**src/int4mv_pkg.sv**
```systemverilog
// shared types and constants for the int4 matrix-vector row scale unit
// no dependencies; imported by the controller, datapath and top level
package int4mv_pkg;

	// fixed field widths
	localparam int VALUE_W = 46;
	localparam int INDEX_W = 11;
	localparam int CFG_W   = 12;
	localparam int SCALE_W = 16;
	localparam int ACTIN_W = 16;
	localparam int BYTE_W  = 8;
	localparam int CIDX_W  = 1;

	// row count limit and register reset values
	localparam logic [CFG_W-1:0] ROW_LIMIT  = 12'd2048;
	localparam logic [CFG_W-1:0] COLS_RESET = 12'd2048;
	localparam logic [CFG_W-1:0] ROWS_RESET = 12'd512;

	// opcodes of an input beat
	localparam logic OP_LOAD   = 1'b0;
	localparam logic OP_WEIGHT = 1'b1;

	// configuration register indexes
	localparam logic [CIDX_W-1:0] REG_COLS = 1'b0;
	localparam logic [CIDX_W-1:0] REG_ROWS = 1'b1;

	// commands from controller to datapath
	typedef struct packed {
		logic load;   // write one activation
		logic take;   // latch weight byte and scale, read activation pair
		logic mac;    // accumulate the pair products
		logic emit;   // scale the finished row into the output register
	} cmd_t;

	// status from datapath to controller
	typedef struct packed {
		logic row_end;   // current pair is the last of the row
		logic out_free;  // output register can take a new result
	} sts_t;

endpackage

```
**src/int4mv_ctrl.sv**
```systemverilog
// controller state machine for the int4 matrix-vector row scale unit
// depends on int4mv_pkg; drives the datapath through cmd_t, reads sts_t
module int4mv_ctrl
	import int4mv_pkg::*;
(
	input  logic clk,
	input  logic arst_n,
	input  logic in_valid,
	input  logic opcode,
	output logic in_ready,
	input  sts_t sts,
	output cmd_t cmd
);

	localparam logic [1:0] S_IDLE = 2'd0;
	localparam logic [1:0] S_MAC  = 2'd1;
	localparam logic [1:0] S_EMIT = 2'd2;

	logic [1:0] state_q;
	logic [1:0] state_d;

	// next state and commands
	always_comb begin
		state_d  = state_q;
		cmd      = '0;
		in_ready = 1'b0;
		unique case (state_q)
			S_IDLE: begin
				in_ready = 1'b1;
				if (in_valid) begin
					if (opcode == OP_LOAD) begin
						cmd.load = 1'b1;
					end else begin
						cmd.take = 1'b1;
						state_d  = S_MAC;
					end
				end
			end
			S_MAC: begin
				cmd.mac = 1'b1;
				state_d = sts.row_end ? S_EMIT : S_IDLE;
			end
			S_EMIT: begin
				if (sts.out_free) begin
					cmd.emit = 1'b1;
					state_d  = S_IDLE;
				end
			end
			default: begin
				state_d = S_IDLE;
			end
		endcase
	end

	// state register
	always_ff @(posedge clk or negedge arst_n) begin
		if (!arst_n) begin
			state_q <= S_IDLE;
		end else begin
			state_q <= state_d;
		end
	end

	// a mac cycle always follows an accepted weight beat
	a_mac_after_take: assert property (@(posedge clk) disable iff (!arst_n)
		state_q == S_MAC |-> $past(in_valid && in_ready && opcode == OP_WEIGHT))
		else $error("mac cycle without a preceding weight beat");

	// a result is only written into a free output register
	a_emit_free: assert property (@(posedge clk) disable iff (!arst_n)
		cmd.emit |-> sts.out_free)
		else $error("emit while output register is full");

	// emit state is entered only from the mac of a row end
	a_emit_entry: assert property (@(posedge clk) disable iff (!arst_n)
		$rose(state_q == S_EMIT) |-> $past(state_q == S_MAC && sts.row_end))
		else $error("emit state entered without a row end");

	// no input beat is taken while a row result waits to be emitted
	a_no_accept_emit: assert property (@(posedge clk) disable iff (!arst_n)
		state_q == S_EMIT |-> !in_ready)
		else $error("input accepted during emit");

endmodule

```
**config.mk**
```make
export PLATFORM = sky130hd
export DESIGN_NAME = int4mv_ctrl
export DESIGN_NICKNAME = d
export VERILOG_FILES = /design/src/int4mv_pkg.sv /design/src/int4mv_ctrl.sv
export SDC_FILE = /design/constraint.sdc
export NUM_CORES = 1
export LEC_CHECK = 0
export BUFFER_PORTS_ARGS = -buffer_cell sky130_fd_sc_hd__buf_4
export CAP_MARGIN = 10
export CORE_AREA = 2 2 39 41
export DETAILED_ROUTE_END_ITERATION = 10
export DIE_AREA = 0 0 41 43
export GPL_TIMING_DRIVEN = 0
export PLACE_DENSITY = 0.33
export SLEW_MARGIN = 15
export SYNTH_ARGS = -nofsm -noshare
export SYNTH_HDL_FRONTEND = slang
export SYNTH_SLANG_ARGS = --single-unit
```
**constraint.sdc**
```tcl
create_clock -name clk -period 1.1 [get_ports clk]
set_clock_uncertainty 0.1 [all_clocks]
set_input_delay 0.055 -clock clk [delete_from_list [all_inputs] [get_ports clk]]
set_output_delay 0.055 -clock clk [all_outputs]
set_load 0.005 [all_outputs]
```
Yosys cells after proc, flatten, opt, wreduce, memory -nomap -nowiden
Index checks and enable logic that the tools add are counted.
Operators by class
  bitwise logic cells: 0
  eq/ne operators: 5
  div/mod/pow operators: 0
  $lt $le $gt $ge: 0
  $mul: 0
  reductions and logical operators: 2
  multiplexer cells: 13
  shift operators: 0
  add/subtract/negate cells: 0
Operator list (count)
  2-bit 2-to-1 mux: 6
  1-bit 2-to-1 mux: 6
  2-bit inequality test, second input constant: 3
  2-bit one-hot mux with 3 select lines: 1
  3-bit AND reduction: 1
  2-bit by 1-bit equality test with 1-bit output, second input constant: 1
  2-bit equality test, second input constant: 1
  2-bit logical NOT: 1
Storage, ports and cells
  register bits: 2
  memory bits (read-only): 0
  bits in latches: 0
  logic and storage cells: 21
  bits in writable memories: 0
  memories kept: 0

Depth between registers and ports, before layout
Gate-level depths: netlist (run 1).
  word-level depth: 3
  mapped depth: 2
  mapped depth without buffers: 2

Least setup slack after synthesis (run 1)
No wires, ideal clock.
  kind: register to register
  start point: reg state_q[0]
  end point: reg state_q[1]
  arrival: 0.760 ns
  slack: 0.119 ns
  data required time: 0.879 ns
  setup time: 0.121 ns
  stages on the path, launching flop included: 3
  period minus slack after synthesis: 0.981 ns
  path through: dfrtp_1 > nor2b_2 > a22o_1
On the way
  longest elaborated chain between the ends: 3
  elaborated cells on any way between the ends: 8
  classes of those cells: 5 x eq/ne; 1 x mux; 2 x reduce/logical
RTL lines
  from (decl): RTL line int4mv_ctrl.sv:19  | logic [1:0] state_q;
  from (signal assigned): RTL line int4mv_ctrl.sv:60  | state_q <= state_d;
  2-bit equality test / 2-bit logical NOT (equally long branches): RTL line int4mv_ctrl.sv:27  | unique case (state_q)
  2-bit inequality test (no line)
  3-bit AND reduction (no line)
Several ways; a longest one is shown, not always the timed one.
A chain may end at the register's enable or synchronous reset.

==> flow_summary.rst, run 1 <==
.. list-table::
   :header-rows: 1

   * - Metric
     - Value
   * - Outcome
     - complete, but fails checks
   * - Violated checks
     - negative setup slack
   * - Share of synthesized registers carrying an async set or reset
     - 1.00
   * - TritonCTS Buffers
     - 3
   * - Vias per Instance
     - 3.49
   * - Final estimated routing congestion in global placement
     - 0.535
   * - Post-detailed-route DRC marker count
     - 0
   * - Final design area excluding fillers
     - 319 sq um
   * - Number of buffers added on ports
     - 10
   * - Post-route insts no fill
     - 45
   * - Fraction of layout instances using a drive strength above 1
     - 0.724
   * - Growth of design area from synthesis to finish
     - 204%
   * - Deepest clock path buffer count
     - 2
   * - Class of the most critical setup path
     - flip-flop to primary output
   * - Root cell of the clock tree
     - sky130_fd_sc_hd__clkbuf_4
   * - Overall global routing resource usage
     - 0.0704
   * - Clock latency reported for the late side of the worst-skew pair
     - 220 ps
   * - Vias in the first global route
     - 157
   * - Total clock sinks
     - 2
   * - Setup violators final
     - 6
   * - CTS tree
     - done
   * - Pin count of the biggest net entering global routing
     - 6
   * - ANT cells
     - 0
   * - Period utilization
     - 1.13
   * - Startpoint of the worst register-to-register path
     - state_q[0]
   * - Antenna violations before repair
     - 0
   * - Net switching share of the total power
     - 0.243
   * - Yosys warning count
     - 0
   * - Total overflow reported by the global router
     - 0
   * - Unique cell type count in the Yosys netlist
     - 7
   * - Maximum fanout along the worst path
     - 5
   * - Max IR drop VDD
     - 0.322 mV
   * - Max-slew violation count
     - 0
   * - Post-Syn Area per Cell
     - 10.5 sq um
   * - Post-Route Setup TNS
     - -445 ps
   * - Number of flip-flops in the largest register
     - 2
   * - Post-synthesis cell type with the largest combined area
     - sky130_fd_sc_hd__dfrtp_1
   * - Register bank with the most flops
     - state_q
   * - Crit path arrival time
     - 1090 ps
   * - Cell count after synthesis
     - 10
   * - Flop pwr share
     - 0.259
   * - Unrepaired setup endpoints after global routing
     - yes
   * - DP HPWL
     - 279 um
   * - Post-DRT Antenna Nets
     - 0
   * - Post-synthesis sequential area ratio
     - 0.476
   * - Average wire length per cell after detail routing
     - 11.4 um
   * - Final worst slack
     - -143 ps
   * - Number of nets in the synthesized netlist
     - 16
   * - Final Net Count
     - 37
   * - Post-placement cell area
     - 200 sq um
   * - NetSw
     - 88.5 uW
   * - Combinational cell fraction of total power
     - 0.292
   * - Worst max-slew margin expressed relative to the limit
     - 0.870
   * - Clock-pin slew of the registers on the worst-case setup and hold paths
     - 30 ps
   * - Static leakage
     - 0.000155 uW
   * - Die area
     - 0.00176 sq mm
   * - Number of cell rows
     - 14
   * - Startpoint type of the worst setup path
     - flip-flop
   * - Largest registers in the final layout
     - state_q: 2 flops
   * - Worst r2r path cells
     - 4
   * - Worst hold-check path type
     - input pin to async pin
   * - Wire length of the first global-routing pass
     - 710 um
   * - Synth area leaders
     - sky130_fd_sc_hd__dfrtp_1 48%, sky130_fd_sc_hd__and3_1 12%, sky130_fd_sc_hd__a22o_1 8.3%, sky130_fd_sc_hd__and3b_1 8.3%, sky130_fd_sc_hd__nor2b_2 8.3%
   * - First-iteration detailed-routing DRC count
     - 4
   * - Maximum clock frequency
     - 0.804 GHz
   * - Number of enable flip-flop cells after synthesis
     - 0
   * - Number of max-capacitance violations reported
     - 0
   * - Detailed-router iteration count before antenna repair
     - 4
   * - Clock power share
     - 0.449
   * - Internal Power
     - 276 uW
   * - Tmin final
     - 1240 ps
   * - Post-synth top flop
     - sky130_fd_sc_hd__dfrtp_1
   * - Areal power density over the cells
     - 1140 mW/mm^2
   * - Setup crit end kind
     - primary output
   * - Terminus of the critical flop-to-flop path
     - state_q[0]
   * - Total standard cell area after synthesis
     - 105 sq um
   * - Actual slew at the worst max-slew pin
     - 194 ps
   * - Fraction of post-synthesis cell area in the top cell type by area
     - 0.476
   * - CORE AREA
     - 0.00138 sq mm
   * - Required @ worst endpoint
     - 940 ps
   * - IO Count
     - 11
   * - Total routed wirelength
     - 513 um
   * - Last element of the critical path
     - cmd[3]
   * - Number of placed cells counting well taps
     - 36
   * - Starting density of the core
     - 0.0759
   * - Height of the chip
     - 43 um
   * - Final number of hold-violating endpoints
     - 0
   * - Commonest cells in the netlist
     - 2 x sky130_fd_sc_hd__and3_1, 2 x sky130_fd_sc_hd__dfrtp_1, 2 x sky130_fd_sc_hd__nor2_1
   * - Count of H-tree levels built during CTS
     - 1
   * - Beginning of the critical path
     - state_q[0]
   * - Vias
     - 157
   * - Register-to-Register Setup Slack
     - -10 ps
   * - Register bit total from synthesis
     - 2
   * - Die boundary width
     - 41 um
==> power by group through the flow <==
stage          registers [uW]  clock network (uW)  logic (uW)
6_report                 94.5                 164         106
5_1_grt                  96.2                 183         115
4_1_cts                  91.5                 176        95.0
3_5_place_dp             87.4                   0        59.1
3_3_place_gp             87.3                   0        58.6
2_1_floorplan            85.7                   0        19.7
==> worst min path at each step <==
stage / start / endpoint / slack, ps / cells after the start
after global routing: arst_n / state_q[1] / 50 / 2
after global placement: arst_n / state_q[0] / -260 / 1
after CTS: arst_n / state_q[1] / 40 / 2
final: arst_n / state_q[1] / 60 / 2
after detailed placement: arst_n / state_q[0] / -260 / 1
after floorplan: arst_n / state_q[0] / -340 / 0
==> cell families after synthesis <==
kind of cell,after synthesis,share of synthesized area
AND/OR/NAND/NOR,7,0.441
flip-flops,2,0.476
AO/OA/AOI/OAI,1,0.0833
==> layer usage <==
| layer | vias to the layer above | part of all wire | global-route usage |
|---|---|---|---|
| met5 | - | 0 | 0 |
| met4 | 0 | 0.012 | 0.0800 |
| met3 | 2 | 0.12 | 0.0471 |
| met2 | 13 | 0.37 | 0.0625 |
| met1 | 65 | 0.50 | 0.0935 |
| li1 | 77 | - | - |
==> worst max-delay path, cell delays in order (launching register included) <==
cell and delay [ps]:
sky130_fd_sc_hd__dfrtp_2 450, sky130_fd_sc_hd__nor4b_4 270, sky130_fd_sc_hd__buf_4 150
==> cells in the final DEF, fill, tap and decap left out <==
| cell type | netlist | layout |
|---|---|---|
| sky130_fd_sc_hd__and3b_1 | 1 | 1 |
| sky130_fd_sc_hd__and3_4 | 0 | 1 |
| sky130_fd_sc_hd__nor4b_4 | 0 | 1 |
| sky130_fd_sc_hd__dfrtp_2 | 0 | 2 |
| sky130_fd_sc_hd__dlygate4sd3_1 | 0 | 4 |
| sky130_fd_sc_hd__a22o_1 | 1 | 1 |
| sky130_fd_sc_hd__nor2b_2 | 1 | 1 |
| sky130_fd_sc_hd__buf_6 | 0 | 3 |
| sky130_fd_sc_hd__nor2_4 | 0 | 1 |
| sky130_fd_sc_hd__and3_1 | 2 | 1 |
| sky130_fd_sc_hd__nor2_1 | 2 | 1 |
| sky130_fd_sc_hd__clkbuf_4 | 0 | 3 |
| sky130_fd_sc_hd__buf_4 | 0 | 9 |
==> repair_timing <==
item                                    CTS  global route
hold buffers                              4             0
setup buffers                             2             0
endpoints found under the setup margin    5             6
hold endpoints to repair                  4             0
resized for setup                         7             3
pin swaps                                 4             0
==> per-stage QoR <==
step	hold WS, ps	util	total power (uW)	setup slack (ps)
final	57.5	0.231	365	-143
after global routing	51.2	0.231	395	-211
after CTS	42.3	0.218	362	-141
after detailed placement	-260	0.145	146	54.4
after global placement	-261	0.145	146	56.0
after floorplan	-341	-	105	119
==> cell type report <==
class                           count  area (sq um)
Timing Repair Buffer               16           141
Multi-Input combinational cell      8          82.6
Clock buffer                        3          22.5
Tap cell                           16          20.0
Fill cell                         148          1060
Sequential cell                     2          52.6
Power figures use the tool's default switching activity.
==> inputs of run 2 (changes only) <==
--- a/config.mk
+++ b/config.mk
@@ -5,13 +5,14 @@
 export SDC_FILE = /design/constraint.sdc
 export NUM_CORES = 1
 export LEC_CHECK = 0
+export ABC_AREA = 1
 export BUFFER_PORTS_ARGS = -buffer_cell sky130_fd_sc_hd__buf_4
 export CAP_MARGIN = 10
 export CORE_AREA = 2 2 39 41
 export DETAILED_ROUTE_END_ITERATION = 10
 export DIE_AREA = 0 0 41 43
 export GPL_TIMING_DRIVEN = 0
-export PLACE_DENSITY = 0.33
+export PLACE_DENSITY = 0.34
 export SLEW_MARGIN = 15
 export SYNTH_ARGS = -nofsm -noshare
 export SYNTH_HDL_FRONTEND = slang
==> flow_summary.rst, run 2 <==
.. list-table::
   :header-rows: 1

   * - Metric
     - Value
   * - Outcome
     - complete, but fails checks
   * - Violated checks
     - negative setup slack
   * - ANT cells
     - 0
   * - Starting density of the core
     - 0.0859
   * - Die boundary width
     - 41 um
   * - Fraction of post-synthesis cell area in the top cell type by area
     - 0.421
   * - Setup crit end kind
     - primary output
   * - Overall global routing resource usage
     - 0.0582
   * - Final worst slack
     - -48.7 ps
   * - Most common cell in the synthesized netlist
     - sky130_fd_sc_hd__nor2_1
   * - Maximum clock frequency
     - 0.871 GHz
   * - Share of the core filled with cells
     - 0.215
   * - Worst max-slew margin expressed relative to the limit
     - 0.921
   * - Final total power
     - 344 uW
   * - Max-slew violation count
     - 0
   * - Clock power share
     - 0.468
   * - Unrepaired setup endpoints after global routing
     - yes
   * - Number of cell rows
     - 14
   * - Actual slew at the worst max-slew pin
     - 119 ps
   * - Commonest non-fill, non-tap cell in the layout
     - sky130_fd_sc_hd__buf_4
   * - Root cell of the clock tree
     - sky130_fd_sc_hd__clkbuf_4
   * - Final number of hold-violating endpoints
     - 0
   * - Post-Syn Area per Cell
     - 6.26 sq um
   * - Number of nets in the synthesized netlist
     - 25
   * - Wire length of the first global-routing pass
     - 579 um
   * - Required @ worst endpoint
     - 940 ps
   * - Maximum fanout along the worst path
     - 3
   * - Synth area leaders
     - sky130_fd_sc_hd__dfrtp_1 42%, sky130_fd_sc_hd__nor2_1 16%, sky130_fd_sc_hd__inv_1 13%, sky130_fd_sc_hd__nand2_1 13%, sky130_fd_sc_hd__nand3_1 8.4%
   * - Worst slack at placement
     - 107 ps
   * - Number of filler instances in the final layout
     - 161
   * - Setup violators final
     - 3
   * - Post-DRT Antenna Nets
     - 0
   * - Beginning of the critical path
     - state_q[1]
   * - Max IR drop VDD
     - 0.374 mV
   * - Combinational cell fraction of total power
     - 0.288
   * - Post-synthesis sequential area ratio
     - 0.421
   * - Crit path arrival time
     - 990 ps
   * - Worst hold-check path type
     - input pin to flip-flop
   * - DP HPWL
     - 262 um
   * - Growth of design area from synthesis to finish
     - 151%
   * - Total routed wirelength
     - 361 um
   * - Net switching share of the total power
     - 0.239
   * - Total overflow reported by the global router
     - 0
   * - Number of max-capacitance violations reported
     - 0
   * - TritonCTS Buffers
     - 3
   * - CORE AREA
     - 0.00138 sq mm
   * - Post-synth top flop
     - sky130_fd_sc_hd__dfrtp_1
   * - Class of the most critical setup path
     - flip-flop to primary output
   * - Share of synthesized registers carrying an async set or reset
     - 1.00
   * - Register bank with the most flops
     - state_q
   * - Vias per Instance
     - 3.30
   * - Height of the chip
     - 43 um
   * - Total standard cell area after synthesis
     - 119 sq um
   * - Static leakage
     - 0.000164 uW
   * - Internal Power
     - 261 uW
   * - Clock latency reported for the late side of the worst-skew pair
     - 220 ps
   * - Deepest clock path buffer count
     - 2
   * - Number of flip-flops in the largest register
     - 2
   * - Cell count after synthesis
     - 19
   * - Unique cell type count in the Yosys netlist
     - 7
   * - Register bit total from synthesis
     - 2
   * - Terminus of the critical flop-to-flop path
     - state_q[0]
   * - Pin count of the biggest net entering global routing
     - 5
   * - Tmin final
     - 1150 ps
   * - Areal power density over the cells
     - 1150 mW/mm^2
   * - Fraction of layout instances using a drive strength above 1
     - 0.526
   * - Count of H-tree levels built during CTS
     - 1
   * - Flop pwr share
     - 0.243
   * - IO Count
     - 11
   * - Number of enable flip-flop cells after synthesis
     - 0
   * - Period utilization
     - 1.04
   * - CTS tree
     - done
   * - Antenna violations before repair
     - 0
   * - NetSw
     - 82.2 uW
   * - Total clock sinks
     - 2
   * - First-iteration detailed-routing DRC count
     - 0
   * - Startpoint of the worst register-to-register path
     - state_q[1]
   * - Post-synthesis cell type with the largest combined area
     - sky130_fd_sc_hd__dfrtp_1
   * - Vias in the first global route
     - 166
   * - Number of buffers added on ports
     - 10
   * - Worst r2r path cells
     - 4
   * - Die area
     - 0.00176 sq mm
   * - Commonest cells in the netlist
     - 5 x sky130_fd_sc_hd__nor2_1, 4 x sky130_fd_sc_hd__inv_1, 4 x sky130_fd_sc_hd__nand2_1
   * - Register-to-Register Setup Slack
     - 160 ps
   * - Leading cell types in the layout, fill and taps excluded
     - 12 x sky130_fd_sc_hd__buf_4, 4 x sky130_fd_sc_hd__inv_1, 4 x sky130_fd_sc_hd__nand2_1
   * - Yosys warning count
     - 0
   * - Startpoint type of the worst setup path
     - flip-flop
   * - Last element of the critical path
     - cmd[3]
   * - Final estimated routing congestion in global placement
     - 0.590
   * - Average wire length per cell after detail routing
     - 6.69 um
   * - Final Net Count
     - 46
   * - Final worst hold slack
     - 10.6 ps
   * - Vias
     - 178
   * - Largest registers in the final layout
     - state_q: 2 flops
   * - Post-detailed-route DRC marker count
     - 0
   * - Clock-pin slew of the registers on the worst-case setup and hold paths
     - 30 ps
   * - Detailed-router iteration count before antenna repair
     - 1
   * - Post-Route Setup TNS
     - -117 ps
==> run 2: cell types whose count changed after synthesis, moves of 2 or more <==
cell                      before  now
sky130_fd_sc_hd__nor2_1        2    5
sky130_fd_sc_hd__inv_1         0    4
sky130_fd_sc_hd__nand2_1       0    4
sky130_fd_sc_hd__nand3_1       0    2
sky130_fd_sc_hd__and3_1        2    0
==> run 2: area by class of cell <==
class / count / area [sq um] / share of cell area
Multi-Input combinational cell: 12 / 55.1 / 0.185
Sequential cell: 2 / 50.0 / 0.168
Tap cell: 16 / 20.0 / 0.0672
Timing Repair Buffer: 16 / 131 / 0.441
Inverter: 5 / 18.8 / 0.0630
Clock buffer: 3 / 22.5 / 0.0756
==> run 2: worst min-delay path by stage <==
stage	from	to	slack (ps)	cells past startpoint
2_1_floorplan	arst_n	state_q[0]	-340	0
3_3_place_gp	arst_n	state_q[1]	-260	1
3_5_place_dp	arst_n	state_q[1]	-260	1
4_1_cts	sts[0]	state_q[1]	9	4
5_1_grt	sts[0]	state_q[1]	50	4
6_report	sts[0]	state_q[1]	10	4
==> run 2: per-stage QoR <==
step           std cells  cell area [sq um]
6_report              54                298
3_5_place_dp          45                214
5_1_grt               54                298
3_3_place_gp          45                214
4_1_cts               53                285
2_1_floorplan         19                119
==> run 2: kinds of logic after synthesis <==
logic type	share of synthesized area
simple gates	0.421
flops	0.421
buf+inv	0.158
==> run 2: power groups by stage <==
stage,clock network [uW],logic [uW],registers (uW)
final,161,99.0,83.6
after detailed placement,0,65.4,86.6
after CTS,170,90.4,83.6
after floorplan,0,25.7,85.7
after global routing,181,110,84.3
after global placement,0,65.2,86.9
==> run 2: critical path, stage by stage, from the launching register on <==
cell                      delay, ps
sky130_fd_sc_hd__dfrtp_1        370
sky130_fd_sc_hd__nor2_2         140
sky130_fd_sc_hd__inv_2           60
sky130_fd_sc_hd__nor2_1          80
sky130_fd_sc_hd__buf_4          110
==> run 2: timing repair <==
action,CTS,global route
hold endpoints to repair,4,0
resized for setup,1,2
pin swaps,1,1
setup endpoints to repair,3,5
buffers inserted,2,1
hold buffers,3,0
==> run 2: per-layer routing <==
metal | routed length, um | vias to the layer above | track usage
met5 | 0 | - | 0
met4 | 0 | 0 | 0.0800
met3 | 28 | 0 | 0.0471
met2 | 201 | 4 | 0.0719
met1 | 131 | 81 | 0.0449
li1 | - | 93 | -
==> inputs of run 3 (changes only) <==
--- a/config.mk
+++ b/config.mk
@@ -12,7 +12,7 @@
 export DETAILED_ROUTE_END_ITERATION = 10
 export DIE_AREA = 0 0 41 43
 export GPL_TIMING_DRIVEN = 0
-export PLACE_DENSITY = 0.34
+export PLACE_DENSITY = 0.3
 export SLEW_MARGIN = 15
 export SYNTH_ARGS = -nofsm -noshare
 export SYNTH_HDL_FRONTEND = slang
==> flow_summary.rst, run 3 (synthesis results as in run 2) <==
.. list-table::
   :header-rows: 1

   * - Metric
     - Value
   * - Overall global routing resource usage
     - 0.0653
   * - NetSw
     - 83.1 uW
   * - Worst max-slew margin expressed relative to the limit
     - 0.915
   * - Startpoint type of the worst setup path
     - flip-flop
   * - Final worst hold slack
     - 14.5 ps
   * - Wire length of the first global-routing pass
     - 641 um
   * - Internal Power
     - 260 uW
   * - Final estimated routing congestion in global placement
     - 0.500
   * - Setup violators final
     - 4
   * - Vias in the first global route
     - 168
   * - Actual slew at the worst max-slew pin
     - 128 ps
   * - Die area
     - 0.00176 sq mm
   * - DP HPWL
     - 276 um
   * - Violated checks
     - negative setup slack
   * - Number of cell rows
     - 14
   * - Vias
     - 170
   * - Outcome
     - complete, but fails checks
   * - Starting density of the core
     - 0.0859
   * - Growth of design area from synthesis to finish
     - 152%
   * - Final number of hold-violating endpoints
     - 0
   * - Number of buffers added on ports
     - 10
   * - Root cell of the clock tree
     - sky130_fd_sc_hd__clkbuf_4
   * - Final Net Count
     - 45
   * - Net switching share of the total power
     - 0.243
   * - IO Count
     - 11
   * - Final worst slack
     - -70.5 ps
   * - Unrepaired setup endpoints after global routing
     - yes
   * - Register bank with the most flops
     - state_q
   * - Commonest non-fill, non-tap cell in the layout
     - sky130_fd_sc_hd__buf_4
   * - Fraction of layout instances using a drive strength above 1
     - 0.595
   * - Combinational cell fraction of total power
     - 0.284
   * - Family of cells with the greatest summed delay on the critical path
     - flip-flops
   * - Clock power share
     - 0.469
   * - Total routed wirelength
     - 359 um
   * - Total overflow reported by the global router
     - 0
   * - ANT cells
     - 0
   * - Die boundary width
     - 41 um
   * - Maximum clock frequency
     - 0.854 GHz
   * - CORE AREA
     - 0.00138 sq mm
   * - Average wire length per cell after detail routing
     - 6.77 um
   * - Tmin final
     - 1170 ps
   * - Areal power density over the cells
     - 1150 mW/mm^2
   * - Static leakage
     - 0.000159 uW
   * - Setup crit end kind
     - primary output
   * - CTS tree
     - done
   * - Vias per Instance
     - 3.21
   * - Worst path cell trace
     - nor2_2, inv_2, nor2_2, buf_4
   * - Detailed-router iteration count before antenna repair
     - 2
   * - Largest registers in the final layout
     - state_q: 2 flops
   * - Count of H-tree levels built during CTS
     - 1
   * - Longest individual stage delay on the worst path
     - 390 ps
   * - Cell seen most often among critical-path stages
     - sky130_fd_sc_hd__nor2_2
   * - Max-slew violation count
     - 0
   * - Post-detailed-route DRC marker count
     - 0
   * - Worst slack at placement
     - 97.7 ps
   * - Crit path arrival time
     - 1020 ps
   * - Clock latency reported for the late side of the worst-skew pair
     - 220 ps
   * - Pin count of the biggest net entering global routing
     - 5
   * - Max IR drop VDD
     - 0.303 mV
   * - Worst-path cell with the longest stage delay
     - sky130_fd_sc_hd__dfrtp_1
   * - First-iteration detailed-routing DRC count
     - 1
   * - Period utilization
     - 1.06
   * - Height of the chip
     - 43 um
   * - Post-DRT Antenna Nets
     - 0
   * - Leading cell types in the layout, fill and taps excluded
     - 10 x sky130_fd_sc_hd__buf_4, 4 x sky130_fd_sc_hd__nor2_2
   * - Required @ worst endpoint
     - 940 ps
   * - Final design area excluding fillers
     - 299 sq um
   * - Post-placement cell area
     - 214 sq um
   * - Class of the most critical setup path
     - flip-flop to primary output
   * - Share of the core filled with cells
     - 0.216
   * - TritonCTS Buffers
     - 3
   * - Number of max-capacitance violations reported
     - 0
   * - Deepest clock path buffer count
     - 2
   * - Maximum fanout along the worst path
     - 3
   * - Post-Route Setup TNS
     - -172 ps
   * - Number of flip-flops in the largest register
     - 2
   * - Antenna violations before repair
     - 0
   * - Flop pwr share
     - 0.247
   * - Total clock sinks
     - 2
   * - Clock-pin slew of the registers on the worst-case setup and hold paths
     - 30 ps
   * - Buffers plus inverters on the worst setup path
     - 2
   * - Worst hold-check path type
     - input pin to flip-flop
## run 3: cell types whose count changed in the layout (fill, tap and decap cells not counted), sizes merged
cell,change
buf,-1
## run 3: power by group through the flow
| stage | registers (uW) | logic [uW] | clock network (uW) |
|---|---|---|---|
| 6_report | 84.8 | 97.3 | 161 |
| 5_1_grt | 85.3 | 109 | 183 |
| 4_1_cts | 84.3 | 92.2 | 169 |
| 3_5_place_dp | 86.6 | 65.5 | 0 |
| 3_3_place_gp | 86.7 | 64.4 | 0 |
| 2_1_floorplan | 85.7 | 25.7 | 0 |
## run 3: timing repair
item	CTS	global route
gates resized for setup	2	5
setup buffers	2	0
hold endpoints to repair	4	0
pin swaps	1	2
endpoints found under the setup margin	4	5
hold buffers	3	0
## run 3: cell type report
type / count / area, sq um
fill: 159 / 1080
timing repair buffer: 15 / 128
clock buffer: 3 / 22.5
inverter: 5 / 18.8
multi-input combinational: 12 / 60.1
sequential: 2 / 50.0
tap: 16 / 20.0
## run 3: final timing paths
| path | to | slack [ps] | startpoint | cells after the start |
|---|---|---|---|---|
| worst max-delay path | cmd[3] | -70 | state_q[1] | 4 |
| worst min register to register | state_q[1] | 460 | state_q[0] | 2 |
| max in group asynchronous | state_q[0] | 760 | arst_n | 2 |
| worst min-delay path | state_q[1] | 10 | sts[0] | 4 |
| min in group asynchronous | state_q[1] | 50 | arst_n | 2 |
| worst max register to register | state_q[1] | 240 | state_q[1] | 3 |
## run 3: worst register-to-register path, stage by stage (launching register included)
cell and delay (ps):
sky130_fd_sc_hd__dfrtp_1 390, sky130_fd_sc_hd__buf_6 130, sky130_fd_sc_hd__nand3_1 80, sky130_fd_sc_hd__nand2_1 50
## run 3: metal layers
metal / GRT usage / wire length, um / vias to the layer above
met5: 0 / 0 / -
met4: 0.0800 / 21 / 0
met3: 0.0628 / 52 / 4
met2: 0.0688 / 129 / 12
met1: 0.0611 / 157 / 64
li1: - / - / 90
## run 3: metrics by stage
| stage | total power (uW) | instances |
|---|---|---|
| 6_report | 343 | 53 |
| 5_1_grt | 378 | 53 |
| 4_1_cts | 345 | 53 |
| 3_5_place_dp | 152 | 45 |
| 3_3_place_gp | 151 | 45 |
| 2_1_floorplan | 111 | 19 |
